===== src/rtl/drvcc_pkg.sv =====
`default_nettype none
// ----------------------------------------------------------------------------
// drvcc_pkg
// Shared types, constants and scaling functions for the driving control
// conditioner.
// ----------------------------------------------------------------------------

package drvcc_pkg;

    localparam int InWidth  = 40;
    localparam int OutWidth = 48;

    // steering position limits and centre
    localparam logic [7:0] SteerMin    = 8'h48;
    localparam logic [7:0] SteerMax    = 8'hB8;
    localparam logic [7:0] SteerCentre = 8'h80;

    // pedal scaling window
    localparam logic [7:0] PedalMin = 8'h30;
    localparam logic [7:0] PedalMax = 8'h90;

    localparam logic signed [7:0] SteerLimit = 8'sd127;

    // reciprocals: 2^16 / 7 and 2^22 / 97, both rounded up
    localparam logic [13:0] SteerRecip = 14'd9363;
    localparam logic [15:0] PedalRecip = 16'd43241;

    // mode codes
    localparam logic [1:0] ModeDigital      = 2'd0;
    localparam logic [1:0] ModeAnalog       = 2'd1;
    localparam logic [1:0] ModeAnalogSteer  = 2'd2;

    // register indexes
    localparam logic [1:0] RegControlMode = 2'd0;
    localparam logic [1:0] RegSteerStep   = 2'd1;
    localparam logic [1:0] RegPedalStep   = 2'd2;
    localparam logic [1:0] RegHystBypass  = 2'd3;

    // reset values
    localparam logic [7:0] SteerStepReset = 8'd3;
    localparam logic [7:0] PedalStepReset = 8'd16;

    typedef struct packed {
        logic [3:0] pad;
        logic       crash_active;
        logic [6:0] crash_frames_load;
        logic [7:0] analog_brake;
        logic [7:0] analog_accel;
        logic [7:0] analog_steer;
        logic       brake_pressed;
        logic       accel_pressed;
        logic       right_pressed;
        logic       left_pressed;
    } in_item_t;

    typedef struct packed {
        logic [7:0] brake_level;
        logic [7:0] accel_level;
        logic [7:0] steer_position;
        logic [7:0] brake_adjust;
        logic [7:0] accel_adjust;
        logic [7:0] steer_adjust;
    } out_item_t;

    // (pos - 0x80) * 0x100 / 0x70, truncated toward zero, clamped to +-127
    // pos is always within 0x48..0xB8, so the magnitude fits six bits
    function automatic logic signed [7:0] scale_steer(input logic [7:0] pos);
        logic signed [8:0] d;
        logic [5:0]        m;
        logic [19:0]       prod;
        logic [7:0]        q;
        d    = $signed({1'b0, pos}) - $signed({1'b0, SteerCentre});
        m    = (d < 0) ? 6'(-d) : 6'(d);
        prod = 20'(m) * 20'(SteerRecip);
        q    = prod[19:12];
        if (q > 8'(SteerLimit))
        begin
            q = 8'(SteerLimit);
        end
        return (d < 0) ? -$signed(q) : $signed(q);
    endfunction

    // clamp to 0x30..0x90, then (v - 0x30) * 0x100 / 0x61
    function automatic logic [7:0] scale_pedal(input logic [7:0] v);
        logic [7:0]  c;
        logic [6:0]  x;
        logic [21:0] prod;
        c = v;
        if (c > PedalMax)
        begin
            c = PedalMax;
        end
        if (c < PedalMin)
        begin
            c = PedalMin;
        end
        x    = 7'(c - PedalMin);
        prod = 22'(x) * 22'(PedalRecip);
        return prod[21:14];
    endfunction

endpackage

`default_nettype wire


===== src/rtl/driving_control_conditioner.sv =====
`default_nettype none
// ----------------------------------------------------------------------------
// driving_control_conditioner
// Turns per-frame button and analog samples into steering and pedal values.
// ----------------------------------------------------------------------------
// Usage:
//   s_* carries one frame tick per transfer (buttons, analog samples, crash
//   info); m_* returns exactly one result per tick (scaled steering and
//   pedals plus the raw position and levels).
//   cfg_we/cfg_index/cfg_data write one of the four control registers, picked by cfg_index;
//   write them only while no tick is in flight.
// Timing and throughput:
//   an accepted tick appears on m_tdata from the next cycle on. One tick is
//   taken every cycle while the result register is empty or being drained:
//   the state update is a single pass of clamp / ramp logic plus three small
//   constant multipliers for the scaling, all between the state registers
//   and the result register.
// Stall behavior:
//   the result register holds while m_tready is low; s_tready drops only
//   when that register is full and not being drained, so a new tick is
//   taken in the same cycle a waiting result leaves.
// Reset:
//   rst_n clears the result valid flag and puts the position at centre, the
//   pedal levels and crash counter at zero and the registers at defaults.
// ----------------------------------------------------------------------------

module driving_control_conditioner (
    input  wire logic                          clk,
    input  wire logic                          rst_n,
    // config write port
    input  wire logic                          cfg_we,
    input  wire logic [1:0]                    cfg_index,
    input  wire logic [7:0]                    cfg_data,
    // frame tick input
    input  wire logic                          s_tvalid,
    output      logic                          s_tready,
    // left_pressed, right_pressed, accel_pressed, brake_pressed, analog_steer,
    // analog_accel, analog_brake, crash_frames_load, crash_active, 4 zero bits
    input  wire logic [drvcc_pkg::InWidth-1:0] s_tdata,
    // result output
    output      logic                          m_tvalid,
    input  wire logic                          m_tready,
    // steer_adjust, accel_adjust, brake_adjust, steer_position, accel_level,
    // brake_level
    output      logic [drvcc_pkg::OutWidth-1:0] m_tdata
);

    import drvcc_pkg::*;

    // control registers
    logic [1:0] control_mode_reg;
    logic [7:0] steer_step_reg;
    logic [7:0] pedal_step_reg;
    logic       hyst_bypass_reg;

    // conditioner state
    logic [7:0]        steer_pos_reg,  steer_pos_next;
    logic [7:0]        steer_prev_reg, steer_prev_next;
    logic signed [7:0] change_sum_reg, change_sum_next;
    logic signed [7:0] out_hold_reg,   out_hold_next;
    logic [7:0]        accel_val_reg,  accel_val_next;
    logic [7:0]        brake_val_reg,  brake_val_next;
    logic [6:0]        crash_frames_reg, crash_frames_next;

    // result register
    logic      out_valid_reg;
    out_item_t out_data_reg, out_data_next;

    in_item_t in_item;
    logic     accept;

    logic              analog_steer_mode;
    logic [6:0]        crash_eff;
    logic signed [9:0] ramp_pos;
    logic signed [9:0] base_pos;
    logic [7:0]        raw_pos;
    logic signed [8:0] pos_delta;
    logic signed [9:0] sum_wide;
    logic signed [7:0] scaled_steer;

    assign in_item  = in_item_t'(s_tdata);
    assign s_tready = !out_valid_reg || m_tready;
    assign accept   = s_tvalid && s_tready;
    assign m_tvalid = out_valid_reg;
    assign m_tdata  = out_data_reg;

    // pedal ramp: step up when held, down otherwise, within 0..255
    function automatic logic [7:0] ramp_pedal(input logic [7:0] level,
                                              input logic [7:0] step,
                                              input logic       held);
        logic [8:0] up;
        logic [8:0] dn;
        up = {1'b0, level} + {1'b0, step};
        dn = {1'b0, level} - {1'b0, step};
        if (held)
        begin
            return up[8] ? 8'hFF : up[7:0];
        end
        return dn[8] ? 8'h00 : dn[7:0];
    endfunction

    always_comb
    begin
        analog_steer_mode = (control_mode_reg == ModeAnalog) ||
                            (control_mode_reg == ModeAnalogSteer);
        crash_eff = (in_item.crash_frames_load != 7'd0) ? in_item.crash_frames_load
                                                        : crash_frames_reg;

        // digital steering ramp; left wins when both buttons are held
        base_pos = $signed({2'b00, steer_pos_reg});
        ramp_pos = base_pos;
        if (in_item.left_pressed)
        begin
            if (steer_pos_reg > SteerCentre)
            begin
                base_pos = $signed({2'b00, SteerCentre});
            end
            ramp_pos = base_pos - $signed({2'b00, steer_step_reg});
            if (ramp_pos < $signed({2'b00, SteerMin}))
            begin
                ramp_pos = $signed({2'b00, SteerMin});
            end
        end
        else if (in_item.right_pressed)
        begin
            if (steer_pos_reg < SteerCentre)
            begin
                base_pos = $signed({2'b00, SteerCentre});
            end
            ramp_pos = base_pos + $signed({2'b00, steer_step_reg});
            if (ramp_pos > $signed({2'b00, SteerMax}))
            begin
                ramp_pos = $signed({2'b00, SteerMax});
            end
        end
        else if (steer_pos_reg < SteerCentre)
        begin
            // drift back to centre
            ramp_pos = base_pos + $signed({2'b00, steer_step_reg});
            if (ramp_pos > $signed({2'b00, SteerCentre}))
            begin
                ramp_pos = $signed({2'b00, SteerCentre});
            end
        end
        else if (steer_pos_reg > SteerCentre)
        begin
            ramp_pos = base_pos - $signed({2'b00, steer_step_reg});
            if (ramp_pos < $signed({2'b00, SteerCentre}))
            begin
                ramp_pos = $signed({2'b00, SteerCentre});
            end
        end

        raw_pos = analog_steer_mode ? in_item.analog_steer : ramp_pos[7:0];
        if (raw_pos < SteerMin)
        begin
            steer_pos_next = SteerMin;
        end
        else if (raw_pos > SteerMax)
        begin
            steer_pos_next = SteerMax;
        end
        else
        begin
            steer_pos_next = raw_pos;
        end

        // pedals follow the samples only in full analog mode
        if (control_mode_reg == ModeAnalog)
        begin
            accel_val_next = in_item.analog_accel;
            brake_val_next = in_item.analog_brake;
        end
        else
        begin
            accel_val_next = ramp_pedal(accel_val_reg, pedal_step_reg,
                                        in_item.accel_pressed);
            brake_val_next = ramp_pedal(brake_val_reg, pedal_step_reg,
                                        in_item.brake_pressed);
        end

        scaled_steer = in_item.crash_active ? 8'sd0 : scale_steer(steer_pos_next);

        pos_delta = $signed({1'b0, steer_pos_next}) - $signed({1'b0, steer_prev_reg});
        sum_wide  = 10'(change_sum_reg) + 10'(pos_delta);

        crash_frames_next = crash_eff;
        steer_prev_next   = steer_prev_reg;
        change_sum_next   = change_sum_reg;
        out_hold_next     = out_hold_reg;
        if (crash_eff != 7'd0)
        begin
            // crash recovery: steer directly, leave hysteresis alone
            crash_frames_next = crash_eff - 7'd1;
            out_hold_next     = scaled_steer;
        end
        else
        begin
            // small accumulated changes are held off unless bypass is set
            steer_prev_next = steer_pos_next;
            change_sum_next = sum_wide[7:0];
            if (hyst_bypass_reg || (sum_wide > 10'sd2) || (sum_wide < -10'sd2))
            begin
                change_sum_next = 8'sd0;
                out_hold_next   = scaled_steer;
            end
        end

        out_data_next.steer_adjust   = out_hold_next;
        out_data_next.accel_adjust   = scale_pedal(accel_val_next);
        out_data_next.brake_adjust   = scale_pedal(brake_val_next);
        out_data_next.steer_position = steer_pos_next;
        out_data_next.accel_level    = accel_val_next;
        out_data_next.brake_level    = brake_val_next;
    end

    // control registers
    always_ff @(posedge clk or negedge rst_n)
    begin
        if (!rst_n)
        begin
            control_mode_reg <= ModeDigital;
            steer_step_reg   <= SteerStepReset;
            pedal_step_reg   <= PedalStepReset;
            hyst_bypass_reg  <= 1'b0;
        end
        else if (cfg_we)
        begin
            case (cfg_index)
                RegControlMode: control_mode_reg <= cfg_data[1:0];
                RegSteerStep:   steer_step_reg   <= cfg_data;
                RegPedalStep:   pedal_step_reg   <= cfg_data;
                RegHystBypass:  hyst_bypass_reg  <= cfg_data[0];
                default:        ;
            endcase
        end
    end

    // conditioner state, updated once per accepted tick
    always_ff @(posedge clk or negedge rst_n)
    begin
        if (!rst_n)
        begin
            steer_pos_reg    <= SteerCentre;
            steer_prev_reg   <= SteerCentre;
            change_sum_reg   <= 8'sd0;
            out_hold_reg     <= 8'sd0;
            accel_val_reg    <= 8'd0;
            brake_val_reg    <= 8'd0;
            crash_frames_reg <= 7'd0;
        end
        else if (accept)
        begin
            steer_pos_reg    <= steer_pos_next;
            steer_prev_reg   <= steer_prev_next;
            change_sum_reg   <= change_sum_next;
            out_hold_reg     <= out_hold_next;
            accel_val_reg    <= accel_val_next;
            brake_val_reg    <= brake_val_next;
            crash_frames_reg <= crash_frames_next;
        end
    end

    // result register valid
    always_ff @(posedge clk or negedge rst_n)
    begin
        if (!rst_n)
        begin
            out_valid_reg <= 1'b0;
        end
        else if (accept)
        begin
            out_valid_reg <= 1'b1;
        end
        else if (m_tready)
        begin
            out_valid_reg <= 1'b0;
        end
    end

    // result payload, no reset needed
    always_ff @(posedge clk)
    begin
        if (accept)
        begin
            out_data_reg <= out_data_next;
        end
    end

`ifndef SYNTHESIS
    // stored position never leaves the steering window
    assert property (@(posedge clk) disable iff (!rst_n)
        (steer_pos_reg >= SteerMin) && (steer_pos_reg <= SteerMax))
        else $error("steering position out of range");

    // crash counter counts down by one when not reloaded
    assert property (@(posedge clk) disable iff (!rst_n)
        accept && (in_item.crash_frames_load == 7'd0) && (crash_frames_reg != 7'd0)
        |=> crash_frames_reg == $past(crash_frames_reg) - 7'd1)
        else $error("crash counter did not decrement");

    // with hysteresis bypass set and no crash pending the change sum is cleared
    assert property (@(posedge clk) disable iff (!rst_n)
        accept && hyst_bypass_reg && (crash_eff == 7'd0)
        |=> change_sum_reg == 8'sd0)
        else $error("change sum not cleared");

    // hysteresis sum stays small between ticks
    assert property (@(posedge clk) disable iff (!rst_n)
        (change_sum_reg <= 8'sd2) && (change_sum_reg >= -8'sd2))
        else $error("change sum exceeded hysteresis band");

    // scaled outputs stay in their ranges
    assert property (@(posedge clk) disable iff (!rst_n)
        out_valid_reg |-> (out_data_reg.steer_adjust != 8'h80) &&
                          (out_data_reg.accel_adjust <= 8'd253) &&
                          (out_data_reg.brake_adjust <= 8'd253))
        else $error("scaled output out of range");
`endif

endmodule

`default_nettype wire

===== config.mk =====
export PLATFORM = sky130hd
export DESIGN_NAME = driving_control_conditioner
export DESIGN_NICKNAME = d
export VERILOG_FILES = /design/src/rtl/drvcc_pkg.sv /design/src/rtl/driving_control_conditioner.sv
export SDC_FILE = /design/constraint.sdc
export NUM_CORES = 1
export LEC_CHECK = 0
export ABC_AREA = 1
export BUFFER_PORTS_ARGS = -buffer_cell sky130_fd_sc_hd__buf_2
export CAP_MARGIN = 15
export CORE_ASPECT_RATIO = 1.5
export CORE_MARGIN = 4
export CORE_UTILIZATION = 40
export DETAILED_ROUTE_END_ITERATION = 10
export GPL_TIMING_DRIVEN = 0
export SETUP_SLACK_MARGIN = 0.2
export SLEW_MARGIN = 20
export SYNTH_ARGS = -nofsm -noshare
export SYNTH_HDL_FRONTEND = slang
export SYNTH_SLANG_ARGS = --single-unit

===== constraint.sdc =====
create_clock -name clk -period 7.73 [get_ports clk]
set_input_delay 1.1595 -clock clk [delete_from_list [all_inputs] [get_ports clk]]
set_output_delay 1.1595 -clock clk [all_outputs]
set_load 0.03 [all_outputs]

==> impl_metrics.toml, run 1 <==
[outcome]
outcome = "finished, final reports clean"

[die]
start_util_pct = 40.6
die_area_mm2 = 0.0371
pin_count = 105
die_x_um = 159
rows = 82
core_area_mm2 = 0.0335
dieHeight_um = 234

[routing]
vias_per_cell = 5.17
wl_per_cell_um = 15.9
route.detailed.drc = 0
ant_nets = 0
wirelength_um = 37600
drtPass1Iterations = 5
drt-initial-drc-count = 564
vias = 12200

[setup_path]
r2r_setup_slack_ps = 650
cpMostUsedCell = "nand2_1"
critPathRequiredTime_ps = 7920
rr_worst_depth = 33
critPathCaptureType = "flip-flop"
worstPathArrival_ps = 7270
crit_type = "flip-flop to flip-flop"
cp_max_fo = 6
crit_start = "pedal_step_reg[1]$_DFFE_PN0P_"
slowest_stage = "fa_1"
reg2reg_to = "m_tdata[10]$_DFFE_PP_"
critPathMaxStageDelay_ps = 510
critPathLaunchType = "flip-flop"
reg2reg_from = "pedal_step_reg[1]$_DFFE_PN0P_"

[timing]
grt_setup_unrepaired = "yes"
slew_violations = 0
clock_skew_ps = 11.0
relSlewSlack_pct = 52.7
worst_pin_slew_ps = 710
setup_viol = 0
max_freq_mhz = 141
finalHoldViolCount = 0
final.setup.tns_ps = 0
post-route-period-util_pct = 91.6
post-route-min-period_ps = 7080

[yosys]
synthTopCellsByCount = "nand2_1, inv_1, ha_1"
synth-async-reset-ratio_pct = 61.0
synth-xor-area-share_pct = 3.93
synth.most_common_cell = "nand2_1"
ys_warn_count = 0
synth-simple-area-share_pct = 23.5
synth_top_family_by_area = "adder cells"
yosys.area.top_type = "ha_1"
synth_edf_count = 48
seq_area_frac_synth_pct = 24.4
syn_inst = 1793
syn_avg_cell_area_um2 = 7.59
synth_mux_area_share_pct = 0
synthTopCellsByArea = "ha_1, dfrtp_1, nand2_1"
syn_nets = 2107
syn_area_mm2 = 0.0136
ys_ff_latch = 123
ys_types = 59
synthAdderAreaFrac_pct = 26.0
synth_compound_area_share_pct = 12.3
synth_flop_cell = "dfrtp_1"
yosysTopAreaCellShare_pct = 20.2

[cts]
tritoncts = "built"
insertion_delay_ps = 440
htreeDepth = 4
cts_buffers = 17
postCtsHoldBufs = 0
clockBufferDepth = 2
cts_root_buf = "clkbuf_16"
cts_sinks = 123
path_clk_slew_ps = 60

[hold_path]
hold_path.class = "flip-flop to flip-flop"
whs_path_depth = 2
hold_end = "out_hold_reg[6]$_DFFE_PN0P_"
hp-start = "out_hold_reg[6]$_DFFE_PN0P_"

[global_routing]
grt_max_degree = 58
gr-total-overflow = 0
grt_pass1_vias = 12400
grt_usage_pct = 20.4
grt_pass1_wl_um = 59700
antenna_found_initial = 0

[cells_and_area]
layout-drive-gt1-share_pct = 15.1
fin_nets = 2249
area_delta_synth_final_pct = 15.4
largest_reg_flops = 48
fillers = 3312
antennaDiodeCount = 0
post-route-cell-area_mm2 = 0.0157

[job]
maxCapViolations = 0

[placement]
portBuffers = 99
placed_area_mm2 = 0.0147
hpwl_um = 30700
gp_congestion = 0.923
==> per-stage QoR <==
step	utilization (%)	instances	setup WS, ps	hold WS [ps]
final	46.8	2368	646	488
after CTS	45.7	2350	208	489
after detailed placement	43.7	2313	-302	474
after global placement	43.6	2312	-195	461
after floorplan	-	1793	1060	449
after global routing	46.8	2368	96.8	503
==> cell usage in the layout (no fill, tap or decap), types with 12 or more instances in the layout <==
| cell | n |
|---|---|
| nand2_1 | 387 |
| inv_1 | 304 |
| ha_1 | 216 |
| nand3_1 | 105 |
| a21oi_1 | 101 |
| buf_2 | 100 |
| nor2_1 | 96 |
| o21ai_0 | 91 |
| dfrtp_1 | 64 |
| edfxtp_1 | 48 |
| xor2_1 | 43 |
| fa_1 | 36 |
| buf_4 | 29 |
| nand4_1 | 27 |
| nand2_2 | 20 |
| o21ai_1 | 18 |
| clkbuf_16 | 18 |
| xnor2_1 | 16 |
| o211ai_1 | 13 |
| nor3_1 | 13 |
| nand3_2 | 12 |
==> critical path: cells and delay by family, from the launching register on <==
family,cells,cell delay (ps)
and+or+nand+nor,13,1440
adders and majority gates,7,2740
buffers and inverters,6,730
DFF,1,430
AOI/OAI and AO/OA,7,1480
==> how the worst max path moves through the flow <==
stage	endpoint	cells past startpoint	slack [ps]
after floorplan	m_tdata[6]$_DFFE_PP_	48	1060
after global placement	m_tdata[15]$_DFFE_PP_	37	-190
after detailed placement	m_tdata[4]$_DFFE_PP_	50	-300
after CTS	m_tdata[4]$_DFFE_PP_	49	210
after global routing	m_tdata[19]$_DFFE_PP_	39	100
final	m_tdata[10]$_DFFE_PP_	33	650
==> layer usage <==
| layer | wire, um | global-route usage, % | vias to the layer above | share of wire (%) |
|---|---|---|---|---|
| met4 | 1790 | 10.2 | 0 | 4.8 |
| li1 | - | - | 6188 | - |
| met3 | 992 | 2.14 | 84 | 2.6 |
| met1 | 14300 | 21.3 | 5773 | 38 |
| met2 | 20500 | 39.4 | 195 | 55 |
| met5 | 0 | 0 | - | 0 |
==> cell families after synthesis <==
group,count (synthesis)
AOI/OAI and AO/OA,291
adders and majority gates,259
and+or+nand+nor,713
buffers and inverters,346
xor gates and xnor gates,61
DFF,123
==> final cells by class <==
class	instances	area (um^2)	share of cell area, %
inverter	322	1220	7.78
multi-input combinational	1324	9170	58.4
buffer	24	159	1.01
clock inverter	13	128	0.812
timing repair buffer	123	711	4.52
tap	420	526	3.35
clock buffer	19	464	2.95
sequential	123	3330	21.2
==> repair_timing <==
action                                  CTS  global route
endpoints found under the setup margin   32            30
setup buffers                             5            18
endpoints found under the hold margin     0             0
pin swaps                                 3            10
gates resized for setup                  11            66
Power of run 1 is left out: the tool's default activity adds up to more than one toggle a clock period on the data nets, which glitch-free logic cannot reach.
==> run 2: changes to the inputs <==
--- a/config.mk
+++ b/config.mk
@@ -10,9 +10,11 @@
 export CAP_MARGIN = 15
 export CORE_ASPECT_RATIO = 1.5
 export CORE_MARGIN = 4
-export CORE_UTILIZATION = 40
+export CORE_UTILIZATION = 55
+export CTS_BUF_LIST = sky130_fd_sc_hd__clkbuf_4
 export DETAILED_ROUTE_END_ITERATION = 10
 export GPL_TIMING_DRIVEN = 0
+export PLACE_DENSITY = 0.74
 export SETUP_SLACK_MARGIN = 0.2
 export SLEW_MARGIN = 20
 export SYNTH_ARGS = -nofsm -noshare
==> impl_metrics.toml, run 2 (synthesized netlist as in run 1, its figures left out) <==
[outcome]
outcome = "finished, final reports clean"

[cts]
cts_buffers = 17
htreeDepth = 4
cts_sinks = 123
tritoncts = "built"
insertion_delay_ps = 600
cts_root_buf = "clkbuf_4"
path_clk_slew_ps = 130
clockBufferDepth = 2

[global_routing]
grt_max_degree = 58
grt_pass1_wl_um = 58000
grt_util_met3_pct = 3.96
gr-total-overflow = 0
grt_pass1_vias = 12400
grt_usage_pct = 26.4
grt_use_met2_pct = 49.0
antenna_found_initial = 2
gr-usage-met1_pct = 28.8
grt_busiest_layer = "met2"

[timing]
clock_skew_ps = 37.9
max_freq_mhz = 140
post-route-period-util_pct = 92.2
grt_setup_unrepaired = "no"
slew_violations = 0
hold_ws_ps = 500
finalWorstSetupSlack_ps = 601
setup_viol = 0
post-route-min-period_ps = 7130
finalHoldViolCount = 0
worst_pin_slew_ps = 695
relSlewSlack_pct = 53.7

[setup_path]
critPathRequiredTime_ps = 8100
cp_top_family = "adder cells"
cpMostUsedCell = "nand2_1"
crit_buf_inv = 7
critPathCaptureType = "flip-flop"
r2r_setup_slack_ps = 600
critPathLaunchType = "flip-flop"
crit_type = "flip-flop to flip-flop"
crit_start = "pedal_step_reg[1]$_DFFE_PN0P_"
reg2reg_to = "m_tdata[10]$_DFFE_PP_"
rr_worst_depth = 37
slowest_stage = "fa_1"
critPathMaxStageDelay_ps = 510
cp_max_fo = 6
reg2reg_from = "pedal_step_reg[1]$_DFFE_PN0P_"
worstPathArrival_ps = 7490

[placement]
gp_congestion = 0.967
hpwl_um = 29000
dp_slack_ps = -272
portBuffers = 99
placed_area_mm2 = 0.0145

[hold_path]
whs_path_depth = 2
hold_end = "out_hold_reg[6]$_DFFE_PN0P_"
hold_path.class = "flip-flop to flip-flop"
hp-start = "out_hold_reg[6]$_DFFE_PN0P_"

[die]
dieHeight_um = 201
pin_count = 105
die_area_mm2 = 0.0274
start_util_pct = 55.9
die_x_um = 136
core_area_mm2 = 0.0243
rows = 70

[routing]
route.detailed.drc = 0
drt-initial-drc-count = 776
wirelength_um = 36200
wl_per_cell_um = 15.8
ant_nets = 0
drtPass1Iterations = 8
vias_per_cell = 5.47
vias = 12500

[cells_and_area]
layout-drive-gt1-share_pct = 16.2
post-route-cell-area_mm2 = 0.0154
final_common_cell = "nand2_1"
area_delta_synth_final_pct = 13.1
largest_reg_flops = 48
final_cell_mix = "nand2_1, inv_1, ha_1, nand3_1, buf_2"
fin_nets = 2263

[job]
maxCapViolations = 0
==> run 2: cell count changes in the layout (fill, tap and decap cells not counted), moves of 4 or more <==
cell,delta
buf_4,+15
clkbuf_4,+18
clkbuf_16,-18
inv_2,+4
==> run 2: timing repair <==
item	CTS	global route
endpoints found under the setup margin	31	38
hold buffers	0	0
endpoints found under the hold margin	0	0
pin swaps	2	13
setup buffers	4	33
resized for setup	12	78
==> run 2: worst max path at each step <==
stage | to | slack (ps) | cells after the start
2_1_floorplan | m_tdata[6]$_DFFE_PP_ | 1060 | 48
3_3_place_gp | m_tdata[15]$_DFFE_PP_ | -80 | 37
3_5_place_dp | m_tdata[5]$_DFFE_PP_ | -270 | 51
4_1_cts | out_hold_reg[7]$_DFFE_PN0P_ | 200 | 50
5_1_grt | m_tdata[9]$_DFFE_PP_ | 130 | 37
6_report | m_tdata[10]$_DFFE_PP_ | 600 | 37
==> run 2: layer usage <==
layer | vias to the layer above | wire length [um]
met1 | 5823 | 13900
met4 | 2 | 1540
met2 | 357 | 19300
li1 | 6206 | -
met5 | - | 7
met3 | 120 | 1530
==> run 2: layout make-up <==
| cell class | instances | area (um^2) |
|---|---|---|
| Antenna cell | 1 | 2.50 |
| Buffer | 24 | 159 |
| Clock buffer | 18 | 135 |
| Clock inverter | 14 | 144 |
| Fill cell | 2249 | 8950 |
| Inverter | 322 | 1220 |
| Multi-Input combinational cell | 1324 | 9200 |
| Sequential cell | 123 | 3340 |
| Tap cell | 324 | 405 |
| Timing Repair Buffer | 137 | 796 |
==> run 2: worst register-to-register path: cells and delay by family (launching register included) <==
family,cells,cell delay [ps]
AO/OA/AOI/OAI,5,890
flip-flops,1,430
adder cells (fa/ha/maj),7,2600
buffers and inverters,7,810
AND/OR/NAND/NOR,18,2180
==> run 2: metrics by stage <==
| step | utilization (%) | cells | TNS [ps] |
|---|---|---|---|
| after detailed placement | 59.7 | 2217 | -4120 |
| after global routing | 63.2 | 2287 | 0 |
| final | 63.2 | 2287 | 0 |
| after CTS | 61.2 | 2253 | 0 |
| after floorplan | - | 1793 | 0 |
| after global placement | 59.6 | 2216 | -415 |
Power of run 2 is left out for the same reason.
